--- src/rtl/dol_pkg.sv ---
package dol_pkg;

	localparam int HANDLE_W = 32;
	localparam int POS_W    = 6;
	localparam int COUNT_W  = 7;

	typedef enum logic [1:0] {
		OP_ADD    = 2'd0,
		OP_REMOVE = 2'd1,
		OP_CLEAR  = 2'd2,
		OP_READ   = 2'd3
	} op_t;

	typedef enum logic [2:0] {
		ST_DONE      = 3'd0,
		ST_PRESENT   = 3'd1,
		ST_FULL      = 3'd2,
		ST_NOT_FOUND = 3'd3,
		ST_RANGE     = 3'd4
	} status_t;

	typedef struct packed {
		op_t                 operation;
		logic [HANDLE_W-1:0] handle;
		logic [POS_W-1:0]    position;
	} req_t;

	typedef struct packed {
		status_t             status;
		logic [HANDLE_W-1:0] entry_value;
		logic [COUNT_W-1:0]  entry_count;
	} rsp_t;

	// per-cycle command broadcast to every cell
	typedef struct packed {
		logic                add_go;
		logic                rm_go;
		logic [HANDLE_W-1:0] handle;
	} cell_ctl_t;

endpackage

--- src/rtl/dol_chan_if.sv ---
interface dol_chan_if #(
	parameter type payload_t = logic
);
	logic     valid;
	logic     ready;
	payload_t data;

	modport source (output valid, output data, input ready);
	modport sink (input valid, input data, output ready);
endinterface

--- src/rtl/dol_cell.sv ---
module dol_cell #(
	parameter int IDX = 0,
	parameter int CW  = 7,
	parameter int IW  = 7
) (
	input  logic                          clk,
	input  dol_pkg::cell_ctl_t            ctl,
	input  logic [CW-1:0]                 count,
	input  logic [IW-1:0]                 pos,
	input  logic [dol_pkg::HANDLE_W-1:0]  nxt,
	input  logic                          shift_in,
	output logic [dol_pkg::HANDLE_W-1:0]  value,
	output logic                          hit,
	output logic                          shift_out,
	output logic [dol_pkg::HANDLE_W-1:0]  rd
);
	logic [dol_pkg::HANDLE_W-1:0] data_q;
	logic                         occupied;
	logic                         tail;
	logic                         sel;

	assign occupied  = count > CW'(IDX);
	assign tail      = count == CW'(IDX);
	assign sel       = occupied && (pos == IW'(IDX));
	assign hit       = occupied && (data_q == ctl.handle);
	assign shift_out = shift_in | hit;
	assign value     = data_q;
	assign rd        = sel ? data_q : '0;

	// remove pulls the upper neighbor down, add fills the first free cell
	always_ff @(posedge clk) begin
		if (ctl.rm_go && shift_out) begin
			data_q <= nxt;
		end else if (ctl.add_go && tail) begin
			data_q <= ctl.handle;
		end
	end
endmodule

--- src/rtl/dedup_ordered_handle_list.sv ---
// Ordered list of up to CAPACITY distinct 32-bit handles, one register cell
// per entry. Each cmd word is add, remove, clear or read, and gives exactly
// one result word with a status and the entry count after the operation.
// All cells compare against the handle in parallel, and a remove shifts the
// later entries down one cell in the same cycle, so one command is taken
// every clock; the result sits in an output register and a new command is
// accepted while it waits, as long as that register is freed in the same
// cycle. Add reports already present before list full; a read at or beyond
// the count returns zero with index out of range. Ports hold 64 entries at
// most (6-bit position).
module dedup_ordered_handle_list #(
	parameter int CAPACITY = 64
) (
	input  logic        clk,
	input  logic        arst_n,
	dol_chan_if.sink    cmd,
	dol_chan_if.source  result
);
	localparam int CW = $clog2(CAPACITY + 1);
	localparam int IW = (CW > dol_pkg::POS_W) ? CW : dol_pkg::POS_W;

	dol_pkg::req_t                req;
	dol_pkg::rsp_t                rsp_q;
	logic                         valid_q;
	logic [CW-1:0]                count_q;
	logic [CW-1:0]                count_d;
	logic                         accept;
	logic                         present;
	logic                         full;
	logic                         pos_ok;
	logic [IW-1:0]                pos_ix;
	dol_pkg::cell_ctl_t           ctl;
	dol_pkg::status_t             status_d;
	logic [dol_pkg::HANDLE_W-1:0] rd_any;

	logic [CAPACITY-1:0]          hit_vec;
	logic [CAPACITY:0]            shift_c;
	logic [dol_pkg::HANDLE_W-1:0] value_vec [CAPACITY];
	logic [dol_pkg::HANDLE_W-1:0] rd_vec    [CAPACITY];

	assign req        = cmd.data;
	assign cmd.ready  = !valid_q || result.ready;
	assign accept     = cmd.valid && cmd.ready;
	assign present    = |hit_vec;
	assign full       = count_q == CW'(CAPACITY);
	assign pos_ix     = IW'(req.position);
	assign pos_ok     = pos_ix < IW'(count_q);
	assign shift_c[0] = 1'b0;

	assign ctl.handle = req.handle;
	assign ctl.add_go = accept && (req.operation == dol_pkg::OP_ADD) && !present && !full;
	assign ctl.rm_go  = accept && (req.operation == dol_pkg::OP_REMOVE) && present;

	for (genvar i = 0; i < CAPACITY; i++) begin : g_cell
		logic [dol_pkg::HANDLE_W-1:0] nxt;

		if (i == CAPACITY - 1) begin : g_last
			assign nxt = value_vec[i];
		end else begin : g_mid
			assign nxt = value_vec[i+1];
		end

		dol_cell #(
			.IDX (i),
			.CW  (CW),
			.IW  (IW)
		) u_cell (
			.clk       (clk),
			.ctl       (ctl),
			.count     (count_q),
			.pos       (pos_ix),
			.nxt       (nxt),
			.shift_in  (shift_c[i]),
			.value     (value_vec[i]),
			.hit       (hit_vec[i]),
			.shift_out (shift_c[i+1]),
			.rd        (rd_vec[i])
		);
	end

	always_comb begin
		rd_any = '0;
		for (int i = 0; i < CAPACITY; i++) begin
			rd_any = rd_any | rd_vec[i];
		end
	end

	always_comb begin
		count_d  = count_q;
		status_d = dol_pkg::ST_DONE;
		unique case (req.operation)
			dol_pkg::OP_ADD: begin
				if (present) begin
					status_d = dol_pkg::ST_PRESENT;
				end else if (full) begin
					status_d = dol_pkg::ST_FULL;
				end else begin
					count_d = count_q + CW'(1);
				end
			end
			dol_pkg::OP_REMOVE: begin
				if (present) begin
					count_d = count_q - CW'(1);
				end else begin
					status_d = dol_pkg::ST_NOT_FOUND;
				end
			end
			dol_pkg::OP_CLEAR: begin
				count_d = '0;
			end
			dol_pkg::OP_READ: begin
				if (!pos_ok) begin
					status_d = dol_pkg::ST_RANGE;
				end
			end
			default: begin
				status_d = dol_pkg::ST_DONE;
			end
		endcase
	end

	always_ff @(posedge clk or negedge arst_n) begin
		if (!arst_n) begin
			count_q <= '0;
			valid_q <= 1'b0;
		end else begin
			if (accept) begin
				count_q <= count_d;
				valid_q <= 1'b1;
			end else if (result.ready) begin
				valid_q <= 1'b0;
			end
		end
	end

	always_ff @(posedge clk) begin
		if (accept) begin
			rsp_q.status      <= status_d;
			rsp_q.entry_value <= (req.operation == dol_pkg::OP_READ && pos_ok) ? rd_any : '0;
			rsp_q.entry_count <= dol_pkg::COUNT_W'(count_d);
		end
	end

	assign result.valid = valid_q;
	assign result.data  = rsp_q;
endmodule
--- src/flat_wrapper.sv ---
// flat-port wrapper written by rule: the top's interface ports become plain ports
module dedup_ordered_handle_list_flat 
#(
	parameter int CAPACITY = 64
)
  (clk, arst_n, cmd_valid, cmd_data, cmd_ready, result_valid, result_data, result_ready);
  dol_chan_if cmd_i ();
  dol_chan_if result_i ();
  input  logic clk;
  input  logic arst_n;
  input wire logic [$bits(cmd_i.valid)-1:0] cmd_valid;
  input wire logic [$bits(cmd_i.data)-1:0] cmd_data;
  output wire logic [$bits(cmd_i.ready)-1:0] cmd_ready;
  output wire logic [$bits(result_i.valid)-1:0] result_valid;
  output wire logic [$bits(result_i.data)-1:0] result_data;
  input wire logic [$bits(result_i.ready)-1:0] result_ready;
  assign cmd_i.valid = cmd_valid;
  assign cmd_i.data = cmd_data;
  assign cmd_ready = cmd_i.ready;
  assign result_valid = result_i.valid;
  assign result_data = result_i.data;
  assign result_i.ready = result_ready;
  dedup_ordered_handle_list #(.CAPACITY(CAPACITY)) u_core (.clk(clk), .arst_n(arst_n), .cmd(cmd_i), .result(result_i));
endmodule
--- config.mk ---
export PLATFORM = sky130hd
export DESIGN_NAME = dedup_ordered_handle_list_flat
export DESIGN_NICKNAME = d
export VERILOG_FILES = /design/src/rtl/dol_pkg.sv /design/src/rtl/dol_chan_if.sv /design/src/rtl/dol_cell.sv /design/src/rtl/dedup_ordered_handle_list.sv /design/src/flat_wrapper.sv
export SDC_FILE = /design/constraint.sdc
export NUM_CORES = 1
export LEC_CHECK = 0
export BUFFER_PORTS_ARGS = -buffer_cell sky130_fd_sc_hd__clkbuf_2
export CAP_MARGIN = 25
export CORE_AREA = 2 2 39 41
export CTS_CLUSTER_SIZE = 20
export DETAILED_ROUTE_END_ITERATION = 10
export DIE_AREA = 0 0 41 43
export PLACE_DENSITY_LB_ADDON = 0.1
export SLEW_MARGIN = 20
export SYNTH_ARGS = -nofsm -noshare
export SYNTH_HDL_FRONTEND = slang
export SYNTH_SLANG_ARGS = --single-unit
--- constraint.sdc ---
create_clock -name clk -period 2.3 [get_ports clk]
set_input_delay 0.23 -clock clk [delete_from_list [all_inputs] [get_ports clk]]
set_output_delay 0.23 -clock clk [all_outputs]
set_load 0.02 [all_outputs]
---- Word-level counts from Yosys, hierarchy flattened ----
Index checks and enable logic that the tools add are counted.
cells by class
  mux-type cells .......................... 4
  magnitude comparators ................... 64
  reduce and logical (&&, ||, !) cells .... 5
  $add $sub $neg .......................... 1
  equality and inequality tests ........... 1
operators with widths
  operator                                                        number
  greater-than comparator 7 x 6 -> 1 bit (second input constant)  32
  greater-than comparator 7 x 5 -> 1 bit (second input constant)  16
  OR reduction 64 bit                                             1
  greater-than comparator 7 x 4 -> 1 bit (second input constant)  8
  greater-than comparator 7 x 3 -> 1 bit (second input constant)  4
  greater-than comparator 7 x 1 -> 1 bit (second input constant)  2
  greater-than comparator 7 x 2 -> 1 bit (second input constant)  2
  2-to-1 mux 7 bit                                                2
  adder 7 x 1 -> 7 bit (second input constant)                    1
  equality test 7 bit (second input constant)                     1
  2-to-1 mux 1 bit                                                2
  nonzero test 2 bit                                              1
  logical AND 1 bit                                               1
  zero test 1 bit                                                 1
  logical OR 1 bit                                                1
storage, ports and cells
  input port bits ......................... 5
  bits in registers ....................... 9

---- Longest topological paths before layout ----
  depth after elaboration ................. 4
  depth in mapped cells ................... 6
  mapped depth without buffers ............ 6

---- Least setup slack after synthesis ----
No wires, ideal clock.
  kind .................................... register to register
  from .................................... reg u_core.count_q[0]
  to ...................................... reg u_core.count_q[1]
  arrival ................................. 1701 ps
  buffers on the path ..................... 0
  path slack .............................. 474 ps
  period minus slack after synthesis ...... 1826 ps
  cell stages (with the launch flop) ...... 7
  cell sequence ........................... dfrtp_1 inv_1 ha_1 nor4b_4 nand3_2 a2111oi_4 mux2_4
between the ends
  longest elaborated chain between the ends .. 3
  elaborated cells between the ends (all ways) .. 69
RTL lines
  what                                                                  line                                                              text
  from (decl)                                                           dedup_ordered_handle_list.sv:25                                   logic [CW-1:0] count_q;
  from (signal assigned)                                                dedup_ordered_handle_list.sv:128                                  count_q <= count_d;
  greater-than comparator 7 x 6 -> 1 bit, or another cell as far along  dol_cell.sv:22                                                    assign occupied = count > CW'(IDX);
  OR reduction 64 bit / 2-to-1 mux 7 bit (equally long branches)        dedup_ordered_handle_list.sv:44, dedup_ordered_handle_list.sv:95
  2-to-1 mux 7 bit (*)                                                  dedup_ordered_handle_list.sv:93                                   if (present) begin
Every way passes the cells marked *; elsewhere a longest branch is shown, timed or not.
A chain may end at the register's enable or synchronous reset.

---- Worst setup path after layout ----
Ends and elaborated chain as after synthesis.

==> impl_results.md <==
- Status: finished clean
- Adder-Cell Fraction of Synth Area: 0.07833
- Starting density of the core: 0.3463
- Post-synthesis sequential area ratio: 0.4804
- Final setup fails: 0
- Gpl congestion: roughly 0.76
- Max IR drop VDD: ~330 µV
- CP Launch Type: register
- Wirelength per Cell: roughly 12 µm
- Largest stage delay on the critical path: 0.46 ns
- Xor and xnor fraction of the mapped netlist area: 0.03655
- Root Buffer: clkbuf_4
- Avg Cell Area, Syn: between 10 and 15 µm²
- Net Sw Frac: 0.2227
- Simple-Gate Fraction of Synth Area: 0.1462
- Fin nets: 54
- Synthesized Nets: 46
- Cell at the slowest stage of the critical path: dfrtp_1
- Crit path cell chain: inv_1 > ha_1 > nor4b_4 > nand3_2 > a2111oi_4 > mux2_4
- Largest family of logic cells by synthesized area: compound AO/OA/AOI/OAI gates
- Max-cap violation count: 0
- Share of cells above drive strength 1: 0.3778
- Die W: 41 µm
- Die footprint: 0.001763 mm²
- Rows: 14
- CTS Sinks: 9
- Psw: roughly 0.067 mW
- Antenna Nets Post-Route: 0
- Number of global-route vias before repair: ~280
- Compound-Gate Fraction of Synth Area: 0.1514
- Netlist cell types: 22
- Unrepaired setup endpoints after global routing: no
- Register share of total power: 0.543
- Worst hold path class: in -> reg
- Largest net degree at the start of global routing: 9
- Endpoints failing hold: 0
- CP Class: reg -> reg
- Min cycle time layout: roughly 2 ns
- Slew of the pin with the lowest slew margin: about 0.38 ns
- Clk pwr share: 0.399
- Power Dens Cells: 550.2 mW/mm²
- Worst Clk Skew: 0.004482 ns
- GRT Overall Usage: 0.1136
- CP endpoint kind: register
- Area Growth Syn to Fin: 13.84%
- Buffers from clock root to sink, at most: 2
- Initial antenna violation count: 0
- Core area: around 0.0014 mm²
- CP required: between 2 and 2.5 ns
- DRC: 0
- Num CTS Buffers: 3
- PortBufs: 6
- GR Overflow Total: 0
- CTS tree: done
- I/O pin cnt: 8
- Max Clk Rate: approximately 500 MHz
- Die Y: about 43 µm
- # resized after CTS: 0
- Mux contribution to synthesized area: 0.03133
- WHS: 0.1836 ns
- Syn Inst Count: 38
- Post-DP HPWL: between 500 and 600 µm
- Iter 0 DRT Violations: 4
- Antenna fix cells: 0
- Yosys warnings: 0
- Period utilisation layout: 0.8690
- Yosys reg bits: 9
- Rel. slew slack: 0.7462
- Fin. max-slew vios: 0
- Synthesized cell area: roughly 480 µm²
- Drt first pass iters: 3
- Internal power: 0.2333 mW
- Clock transition at path regs: about 0.060 ns
- Via/cell ratio: between 4 and 5
- Clock latency on the worst-skew pair: 0.27 ns
- DRT Wirelength: 715 µm
- Logic pwr share: 0.059
- H-Tree Depth: 1
- Arrival @ worst endpoint: approximately 2.2 ns
- First-pass GRT wire length: ~1200 µm
- Crit-path max FO: 5
- P_leak: 0.2394 nW
- Vias: 276
- Sum of negative setup slack: 0 ns
==> cell type report <==
type / count / area (µm²)
Fill cell: 141 / 838.3
Timing Repair Buffer: 7 / 40.04
Tap cell: 16 / 20.02
Clock buffer: 3 / 22.52
Multi-Input combinational cell: 21 / 212.7
Sequential cell: 9 / 230.2
Inverter: 4 / 15.01
Clock inverter: 1 / 5.005
==> sequential cells by signal (all words and copies together) (netlist names) <==
name,count
u_core.count_q,7
u_core.result.data,1
u_core.result.valid,1
==> cell usage in the layout (no fill, tap or decap) <==
| master | n |
|---|---|
| o22ai_1 | 1 |
| inv_1 | 4 |
| edfxtp_1 | 1 |
| mux2_4 | 1 |
| o2111ai_1 | 1 |
| nand2_1 | 1 |
| clkinv_2 | 1 |
| nor2_1 | 1 |
| nand3_2 | 1 |
| and2_1 | 1 |
| dlygate4sd3_1 | 1 |
| clkbuf_2 | 6 |
| and2b_4 | 1 |
| o21ai_2 | 1 |
| a21o_2 | 1 |
| clkbuf_4 | 3 |
| nor4b_4 | 1 |
| ha_1 | 3 |
| dfrtp_1 | 8 |
| nand2b_1 | 2 |
| xnor2_1 | 2 |
| a21oi_1 | 1 |
| a22oi_1 | 1 |
| a2111oi_4 | 1 |
==> critical path: cells and delay by family (launching register included) <==
family | cells | cell delay, ns
AOI/OAI and AO/OA | 1 | 0.39
muxes | 1 | 0.33
buffers and inverters | 1 | 0.17
adders and majority gates | 1 | 0.19
DFF | 1 | 0.46
and+or+nand+nor | 2 | 0.33
==> kinds of logic (layout without fill, tap and decap cells) <==
family	Yosys count	count (layout)
AND/OR/NAND/NOR	8	8
buffers and inverters	8	15
AO/OA/AOI/OAI	7	7
adder cells (fa/ha/maj)	3	3
XOR/XNOR	2	2
flip-flops	9	9
multiplexers	1	1
==> cell usage after synthesis <==
cell type      n  area share
nand2b_1       2       0.026
inv_1          4       0.031
edfxtp_1       1       0.063
a2111oi_4      1       0.057
ha_1           3       0.078
nor2_1         1      0.0078
mux2_4         1       0.031
o21ai_2        1       0.018
dlygate4sd3_1  1       0.021
xnor2_1        2       0.037
dfrtp_1        8        0.42
and2b_4        1       0.021
a21o_2         1       0.018
o2111ai_1      1       0.018
clkbuf_1       3       0.023
o22ai_1        1       0.013
a22oi_1        1       0.016
nand3_2        1       0.021
a21oi_1        1       0.010
nand2_1        1      0.0078
nor4b_4        1       0.050
and2_1         1       0.013
==> worst paths after layout <==
kind                                   start                  end  slack, ns  cells after the start
setup / recovery           u_core.count_q[0]    u_core.count_q[1]       0.30                      6
hold / removal                     cmd_valid  u_core.result.valid       0.18                      2
setup reg to reg           u_core.count_q[0]    u_core.count_q[1]       0.30                      6
hold reg to reg            u_core.count_q[5]    u_core.count_q[5]       0.38                      0
max in group asynchronous             arst_n    u_core.count_q[1]       1.78                      2
min in group asynchronous             arst_n    u_core.count_q[4]       0.34                      2
==> per-stage QoR <==
step	area, µm²	total power, mW	util	worst slack (ns)	cells
2_1_floorplan	479.2	0.1740	-	0.4741	38
3_3_place_gp	508.0	0.1823	0.3671	0.3307	56
3_5_place_dp	508.0	0.1826	0.3671	0.3174	56
4_1_cts	545.5	0.3054	0.3942	0.2855	61
5_1_grt	545.5	0.3240	0.3942	0.1816	61
6_report	545.5	0.3001	0.3942	0.3013	61
==> power groups by stage <==
stage / sequential (mW) / combinational (mW) / clock [mW]
after CTS: 0.163 / 0.0181 / 0.124
after global routing: 0.163 / 0.0198 / 0.141
after floorplan: 0.168 / 0.00621 / 0
after detailed placement: 0.166 / 0.0167 / 0
after global placement: 0.166 / 0.0165 / 0
final: 0.163 / 0.0176 / 0.120
==> routing by layer <==
metal | wire length [µm] | share of wire | track usage | vias up
met5 | 0 | 0 | 0 | -
met4 | 12 | 0.017 | 0.06000 | 0
met3 | 46 | 0.064 | 0.09424 | 3
met2 | 339 | 0.47 | 0.1469 | 7
met1 | 317 | 0.44 | 0.1262 | 125
li1 | - | - | - | 141
==> what timing repair did <==
item / CTS / global route
setup buffers: 0 / 0
endpoints found under the hold margin: 8 / 0
hold buffers: 1 / 0
(Power assumes the default switching activity.)
